File: src/design/kcs_pkg.sv
package kcs_pkg;

    localparam int DATA_W = 32;
    localparam int K_W    = 7;

    localparam logic [K_W-1:0] RESULT_LIMIT = 7'd64;

    localparam logic FUNC_LOAD  = 1'b0;
    localparam logic FUNC_QUERY = 1'b1;

    typedef enum logic [3:0] {
        S_IDLE,
        S_HI,
        S_HI_CHK,
        S_LO_CHK,
        S_MID_CHK,
        S_MID1_CHK,
        S_SETUP,
        S_LREQ,
        S_LGET,
        S_RREQ,
        S_RGET,
        S_EMIT
    } t_state;

endpackage

File: src/design/kcs_store.sv
module kcs_store #(
    parameter int DEPTH = 64,
    parameter int IW    = 6
) (
    input  logic                      i_clk,
    input  logic                      i_we,
    input  logic [IW-1:0]             i_waddr,
    input  logic [kcs_pkg::DATA_W-1:0] i_wdata,
    input  logic [IW-1:0]             i_raddr,
    output logic [kcs_pkg::DATA_W-1:0] o_rdata
);
    import kcs_pkg::*;

    logic [DATA_W-1:0] r_mem [DEPTH];
    logic [DATA_W-1:0] r_rdata;

    always_ff @(posedge i_clk) begin
        if (i_we) begin
            r_mem[i_waddr] <= i_wdata;
        end
        r_rdata <= r_mem[i_raddr];
    end

    assign o_rdata = r_rdata;

endmodule

File: src/design/k_closest_sorted_select.sv
// channel   | valid    | ready    | payload
// ----------+----------+----------+------------------------------------------------
// request   | i_valid  | o_ready  | i_func, i_elem_value, i_query_target, i_want_count
// result    | o_valid  | i_ready  | o_near_value, o_last_flag
//
// a load request is taken without leaving S_IDLE; loads may arrive back to back
// a query with elements loaded and a nonzero count holds o_ready low through the
// binary search steps (one memory read port, registered read data), setup and first
// fetches, then the emit, read and capture of each result, plus any output stall
// reset clears the element count and the closed flag; memory contents are not cleared
// a stalled result holds in the output register; next fetch runs, then S_EMIT waits
module k_closest_sorted_select #(
    parameter int MAX_ELEMS = 64
) (
    input  logic                        i_clk,
    input  logic                        i_rst_n,
    input  logic                        i_valid,
    output logic                        o_ready,
    input  logic                        i_func,
    input  logic signed [kcs_pkg::DATA_W-1:0] i_elem_value,
    input  logic signed [kcs_pkg::DATA_W-1:0] i_query_target,
    input  logic [kcs_pkg::K_W-1:0]     i_want_count,
    output logic                        o_valid,
    input  logic                        i_ready,
    output logic signed [kcs_pkg::DATA_W-1:0] o_near_value,
    output logic                        o_last_flag
);
    import kcs_pkg::*;

    localparam int IW = (MAX_ELEMS > 1) ? $clog2(MAX_ELEMS) : 1;
    localparam int CW = $clog2(MAX_ELEMS + 1);
    localparam int AW = CW + 1;
    localparam int SW = (AW > K_W) ? AW : K_W;

    t_state r_state, n_state;

    logic [CW-1:0]             r_count, n_count;
    logic                      r_closed, n_closed;
    logic [IW-1:0]             r_lo, n_lo;
    logic [IW-1:0]             r_hi, n_hi;
    logic signed [DATA_W-1:0]  r_x, n_x;
    logic [K_W-1:0]            r_rem, n_rem;
    logic [CW-1:0]             r_lcnt, n_lcnt;
    logic [CW-1:0]             r_r, n_r;
    logic signed [DATA_W-1:0]  r_lval, n_lval;
    logic signed [DATA_W-1:0]  r_rval, n_rval;
    logic                      r_init, n_init;
    logic                      r_oval, n_oval;
    logic signed [DATA_W-1:0]  r_onear, n_onear;
    logic                      r_olast, n_olast;

    logic                      we;
    logic [IW-1:0]             waddr;
    logic [IW-1:0]             raddr;
    logic signed [DATA_W-1:0]  rdata;

    logic [IW:0]               sum_lohi;
    logic [IW-1:0]             mid;
    logic [IW-1:0]             mid_p1;
    logic                      found;
    logic [IW-1:0]             found_idx;
    logic signed [DATA_W-1:0]  found_val;
    logic [K_W-1:0]            k_clamp;
    logic [SW-1:0]             avail;
    logic [SW-1:0]             total;
    logic                      have_l;
    logic                      have_r;
    logic signed [DATA_W:0]    dist_l;
    logic signed [DATA_W:0]    dist_r;
    logic                      take_l;
    logic                      out_free;

    kcs_store #(
        .DEPTH (MAX_ELEMS),
        .IW    (IW)
    ) u_store (
        .i_clk   (i_clk),
        .i_we    (we),
        .i_waddr (waddr),
        .i_wdata (i_elem_value),
        .i_raddr (raddr),
        .o_rdata (rdata)
    );

    assign sum_lohi = {1'b0, r_lo} + {1'b0, r_hi};
    assign mid      = sum_lohi[IW:1];
    assign mid_p1   = mid + 1'b1;
    assign k_clamp  = (i_want_count > RESULT_LIMIT) ? RESULT_LIMIT : i_want_count;
    assign avail    = SW'(r_lcnt) + SW'(r_count) - SW'(r_r);
    assign total    = (SW'(r_rem) < avail) ? SW'(r_rem) : avail;
    assign have_l   = (r_lcnt != '0);
    assign have_r   = (r_r < r_count);
    assign dist_l   = {r_x[DATA_W-1], r_x} - {r_lval[DATA_W-1], r_lval};
    assign dist_r   = {r_rval[DATA_W-1], r_rval} - {r_x[DATA_W-1], r_x};
    assign take_l   = have_l && (!have_r || (dist_l < dist_r));
    assign out_free = !r_oval || i_ready;

    always_ff @(posedge i_clk) begin
        if (!i_rst_n) begin
            r_state  <= S_IDLE;
            r_count  <= '0;
            r_closed <= 1'b0;
            r_oval   <= 1'b0;
            r_init   <= 1'b0;
        end else begin
            r_state  <= n_state;
            r_count  <= n_count;
            r_closed <= n_closed;
            r_oval   <= n_oval;
            r_init   <= n_init;
        end
    end

    always_ff @(posedge i_clk) begin
        r_lo    <= n_lo;
        r_hi    <= n_hi;
        r_x     <= n_x;
        r_rem   <= n_rem;
        r_lcnt  <= n_lcnt;
        r_r     <= n_r;
        r_lval  <= n_lval;
        r_rval  <= n_rval;
        r_onear <= n_onear;
        r_olast <= n_olast;
    end

    always_comb begin
        n_state   = r_state;
        n_count   = r_count;
        n_closed  = r_closed;
        n_lo      = r_lo;
        n_hi      = r_hi;
        n_x       = r_x;
        n_rem     = r_rem;
        n_lcnt    = r_lcnt;
        n_r       = r_r;
        n_lval    = r_lval;
        n_rval    = r_rval;
        n_init    = r_init;
        n_oval    = r_oval && !i_ready;
        n_onear   = r_onear;
        n_olast   = r_olast;
        we        = 1'b0;
        waddr     = r_count[IW-1:0];
        raddr     = '0;
        found     = 1'b0;
        found_idx = r_hi;
        found_val = rdata;

        unique case (r_state)
            S_IDLE: begin
                if (i_valid) begin
                    if (i_func == FUNC_LOAD) begin
                        if (r_closed) begin
                            we       = 1'b1;
                            waddr    = '0;
                            n_count  = CW'(1);
                            n_closed = 1'b0;
                        end else if (r_count < CW'(MAX_ELEMS)) begin
                            we      = 1'b1;
                            n_count = r_count + 1'b1;
                        end
                    end else begin
                        n_closed = 1'b1;
                        n_x      = i_query_target;
                        n_rem    = k_clamp;
                        n_lo     = '0;
                        n_hi     = IW'(r_count - 1'b1);
                        if (r_count != '0 && k_clamp != '0) begin
                            n_state = S_HI;
                        end
                    end
                end
            end
            S_HI: begin
                raddr   = r_hi;
                n_state = S_HI_CHK;
            end
            S_HI_CHK: begin
                if (rdata <= r_x) begin
                    found     = 1'b1;
                    found_idx = r_hi;
                end else begin
                    raddr   = r_lo;
                    n_state = S_LO_CHK;
                end
            end
            S_LO_CHK: begin
                if (rdata > r_x) begin
                    found     = 1'b1;
                    found_idx = r_lo;
                end else begin
                    raddr   = mid;
                    n_state = S_MID_CHK;
                end
            end
            S_MID_CHK: begin
                n_lval = rdata;
                if (rdata <= r_x) begin
                    raddr   = mid_p1;
                    n_state = S_MID1_CHK;
                end else begin
                    n_hi    = mid - 1'b1;
                    n_state = S_HI;
                end
            end
            S_MID1_CHK: begin
                if (rdata > r_x) begin
                    found     = 1'b1;
                    found_idx = mid;
                    found_val = r_lval;
                end else if (r_lval < r_x) begin
                    n_lo    = mid_p1;
                    n_state = S_HI;
                end else begin
                    n_hi    = mid - 1'b1;
                    n_state = S_HI;
                end
            end
            S_SETUP: begin
                if (total == '0) begin
                    n_state = S_IDLE;
                end else begin
                    n_rem   = K_W'(total);
                    n_state = r_init ? S_LREQ : S_RREQ;
                end
            end
            S_LREQ: begin
                if (have_l) begin
                    raddr   = IW'(r_lcnt - 1'b1);
                    n_state = S_LGET;
                end else begin
                    n_init  = 1'b0;
                    n_state = r_init ? S_RREQ : S_EMIT;
                end
            end
            S_LGET: begin
                n_lval  = rdata;
                n_init  = 1'b0;
                n_state = r_init ? S_RREQ : S_EMIT;
            end
            S_RREQ: begin
                if (have_r) begin
                    raddr   = r_r[IW-1:0];
                    n_state = S_RGET;
                end else begin
                    n_state = S_EMIT;
                end
            end
            S_RGET: begin
                n_rval  = rdata;
                n_state = S_EMIT;
            end
            S_EMIT: begin
                if (out_free) begin
                    n_oval  = 1'b1;
                    n_olast = (r_rem == K_W'(1));
                    n_rem   = r_rem - 1'b1;
                    if (take_l) begin
                        n_onear = r_lval;
                        n_lcnt  = r_lcnt - 1'b1;
                    end else begin
                        n_onear = r_rval;
                        n_r     = r_r + 1'b1;
                    end
                    if (r_rem == K_W'(1)) begin
                        n_state = S_IDLE;
                    end else begin
                        n_state = take_l ? S_LREQ : S_RREQ;
                    end
                end
            end
            default: begin
                n_state = S_IDLE;
            end
        endcase

        // crossover found: right starts just past it; left at it, or below it if it equals the target
        if (found) begin
            n_r     = CW'(found_idx) + 1'b1;
            n_lval  = found_val;
            n_init  = (found_val == r_x);
            n_lcnt  = (found_val == r_x) ? CW'(found_idx) : CW'(found_idx) + 1'b1;
            n_state = S_SETUP;
        end
    end

    assign o_ready      = (r_state == S_IDLE);
    assign o_valid      = r_oval;
    assign o_near_value = r_onear;
    assign o_last_flag  = r_olast;

endmodule

File: config.mk
export PLATFORM = sky130hd
export DESIGN_NAME = k_closest_sorted_select
export DESIGN_NICKNAME = d
export VERILOG_FILES = /design/src/design/kcs_pkg.sv /design/src/design/kcs_store.sv /design/src/design/k_closest_sorted_select.sv
export SDC_FILE = /design/constraint.sdc
export NUM_CORES = 2
export LEC_CHECK = 0
export BUFFER_PORTS_ARGS = -buffer_cell sky130_fd_sc_hd__clkbuf_2
export CAP_MARGIN = 20
export CORE_MARGIN = 3
export CORE_UTILIZATION = 30
export DETAILED_ROUTE_END_ITERATION = 8
export PLACE_DENSITY = 0.43
export SLEW_MARGIN = 25
export SYNTH_ARGS = -nofsm -noshare
export SYNTH_HDL_FRONTEND = slang
export SYNTH_SLANG_ARGS = --single-unit
export TNS_END_PERCENT = 30
File: constraint.sdc
create_clock -name i_clk -period 6.3 [get_ports i_clk]
set_input_delay 0.63 -clock i_clk [delete_from_list [all_inputs] [get_ports i_clk]]
set_output_delay 0.63 -clock i_clk [all_outputs]
set_load 0.02 [all_outputs]
==> impl_metrics.ini <==
[outcome]
outcome = finished, final reports clean

[clocking]
h-tree-depth = 5
clk_path_buf_depth = 4
clock-sinks = 2256
cts_tree = yes
root_buffer = clkbuf_16
clk_latency_ns = 0.89
cts_buffers = 267
clk_pin_slew_ns = 0.06

[floorplan]
die_area_mm2 = 0.3231
die_w_um = 568.5
fp-row-count = 205
io_pins = 111
core_area_mm2 = 0.3134
start_util = 0.3028
dieHeight_um = 568.5

[setup_path]
r2r_cells = 26
r2r-end = o_near_value[1]
r2r_start = r_x[0]
cp_max_fo = 36
path_class = register to register
arrival_ns = 6.64
r2r_slack_ns = 0.25
required_ns = 6.89
start_kind = register
endpoint = o_near_value[1]
critical_path.startpoint = r_x[0]
end_kind = register

[detailed_routing]
wl_mm = 322.4
top_layer_used = met5
wl_per_cell_um = 27.02
detail_route.drc_violations = 0
avgViaCountPerCell = 5.156
wl_met1_mm = 146.4
drtPass1Iterations = 5
vias = 61514
route.met2.wl_mm = 150.6
wl_met3_mm = 19.01
ant_nets = 0
drtIter0Drc = 6420

[power_and_ir_drop]
p_per_area_mw_per_mm2 = 302.4
leakage_uw = 0.03778
p_total_uw = 33840
vdd_drop_max_mv = 0.1768

[sta]
fin_worst_skew_ns = 0.06040
fin_crit_ns = 6.050
setup_slack_ns = 0.2497
report.final.slew_viol_count = 0
slew_headroom = 0.3073
setup_viol = 0
hold_viol_final = 0
worst_slew_pin_slew_ns = 1.039
period_share = 0.9604
max_freq_mhz = 165.3
whs_ns = 0.1135

[synth]
syn_nets = 7395
netlist_area_mm2 = 0.09490
async_flop_share = 0
yosys.area.top_type = edfxtp_1
synth.top_cells.by_count = edfxtp_1, nand2_1, a21oi_1, nand3_1, a32o_1
synth.area.top_cells = edfxtp_1, nand2_1, a32o_1, ha_1, a21oi_1
ys_ff_latch = 2256
ys_warn_count = 0
synth_flop_cell = edfxtp_1
synth.distinct_cells = 93
synth_cells = 7145
ys_seq_area_frac = 0.7090
avgSynthCellArea_um2 = 13.28
yosys.area.top_type_share = 0.6993
post-synth-top-count-cell = edfxtp_1
synth-edff-count = 2210

[place]
placed_cells = 11388
place.gp.congestion = 0.8607
dp_hpwl_mm = 200.3
post-place-ws_ns = 0.05041
portBuffers = 110
placedInstanceArea_mm2 = 0.1031

[final_layout]
fin_area_mm2 = 0.1119
nNetsFinal = 7808
final_cells = 11931
drive_gt1_frac = 0.1301
syn_to_final_growth_pct = 17.92
final.fill_count = 30410

[global_route]
grt_pass1_vias = 59467
grtUsageTotal = 0.1939
gr-total-overflow = 0
antenna_found_initial = 30
grt_pass1_wl_mm = 455.6
grt_max_degree = 130

[hold_path]
hp-class = input pin to register

[job]
maxCapViolations = 0
==> repair_timing <==
action	CTS	global route
buffers inserted	0	2
endpoints found under the setup margin	0	47
hold endpoints to repair	38	0
resized for setup	0	4
hold buffers	38	0
==> worst max-delay path: stages (launching register included) <==
cell and delay [ns]:
edfxtp_1 0.42, buf_4 0.16, ha_1 0.21, nor2b_1 0.11, o21a_1 0.16, o21ai_0 0.12
buf_4 0.17, a211oi_1 0.39, nor3_1 0.16, or3_1 0.45, o211ai_1 0.32, and2_1 0.22
a221oi_1 0.10, nor2b_1 0.17, nor2_1 0.07, xor2_1 0.16, ha_1 0.32, a21o_1 0.17
a21oi_1 0.14, nor2b_1 0.06, o21ai_0 0.14, nand2b_1 0.08, a2111oi_0 0.43, o31ai_1 0.19
a21oi_4 0.17, buf_12 0.24, mux2_2 0.37
==> routing by layer <==
metal  GRT usage  vias up
li1            -    27811
met1      0.2749    31435
met2      0.3147     1910
met3     0.02715      350
met4     0.04313        8
met5           0        -
==> logic make-up (layout without fill, tap and decap cells) <==
group                      count (synthesis)  in the layout  share of synthesized area
and+or+nand+nor                         2554           2554                     0.1158
muxes                                    110            110                    0.01212
AOI/OAI and AO/OA                       1369           1369                     0.1017
other                                      0             33                          0
DFF                                     2256           2256                     0.7090
buffers and inverters                    540           1153                    0.02456
xor gates and xnor gates                 142            142                    0.01310
adders and majority gates                174            174                    0.02373
==> cell type report <==
cell class	instances	area [um2]	share of cell area
antenna	33	82.58	0.0007379
timing repair buffer	548	4564	0.04079
multi-input combinational	4349	25950	0.2319
sequential	2256	67280	0.6012
inverter	136	510.5	0.004562
clock inverter	111	1207	0.01079
tap	4140	5180	0.04629
clock buffer	358	7128	0.06370
==> how the worst min path moves through the flow <==
stage                   startpoint         endpoint  slack, ns  cells past startpoint
2_1_floorplan  u_store.o_rdata[29]       r_rval[29]       0.43                      0
3_3_place_gp             r_lval[3]  o_near_value[3]       0.57                      1
3_5_place_dp             r_lval[3]  o_near_value[3]       0.58                      1
4_1_cts            i_want_count[6]         r_rem[6]       0.05                      3
5_1_grt            i_want_count[6]         r_rem[6]       0.13                      3
6_report           i_want_count[6]         r_rem[6]       0.11                      3
==> power breakdown <==
| part | total (uW) | internal [uW] | leakage, uW | switching [uW] |
|---|---|---|---|---|
| clock network | 15000 | 8670 | 0.00403 | 6290 |
| registers | 16800 | 16600 | 0.0203 | 179 |
| logic | 2130 | 679 | 0.0135 | 1450 |
==> sequential cells by signal, summed over array words and instances, names as in the netlist, 7 cells and up <==
register / flops
r_r: 7
u_store.r_mem: 2048
r_lval: 32
r_count: 7
r_x: 32
r_lcnt: 7
u_store.o_rdata: 32
r_rem: 7
o_near_value: 32
r_rval: 32
==> cell usage in the layout, fill, tap and decap left out, drive strengths merged, types with 53 or more instances in the layout <==
cell / count
a21o: 53
a21oi: 400
a22oi: 131
a31oi: 80
a32o: 216
a32oi: 102
and3: 79
buf: 424
clkbuf: 444
clkinv: 85
edfxtp: 2210
ha: 164
inv: 144
mux2i: 74
nand2: 1789
nand3: 242
nand4: 72
nor2: 189
o21ai: 155
xnor2: 102
==> stage by stage <==
step / setup TNS, ns / utilization
after floorplan: 0 / -
after global placement: -0.9521 / 0.3287
after detailed placement: 0 / 0.3289
after CTS: 0 / 0.3567
after global routing: -0.004619 / 0.3569
final: 0 / 0.3570
(Power assumes the default switching activity.)
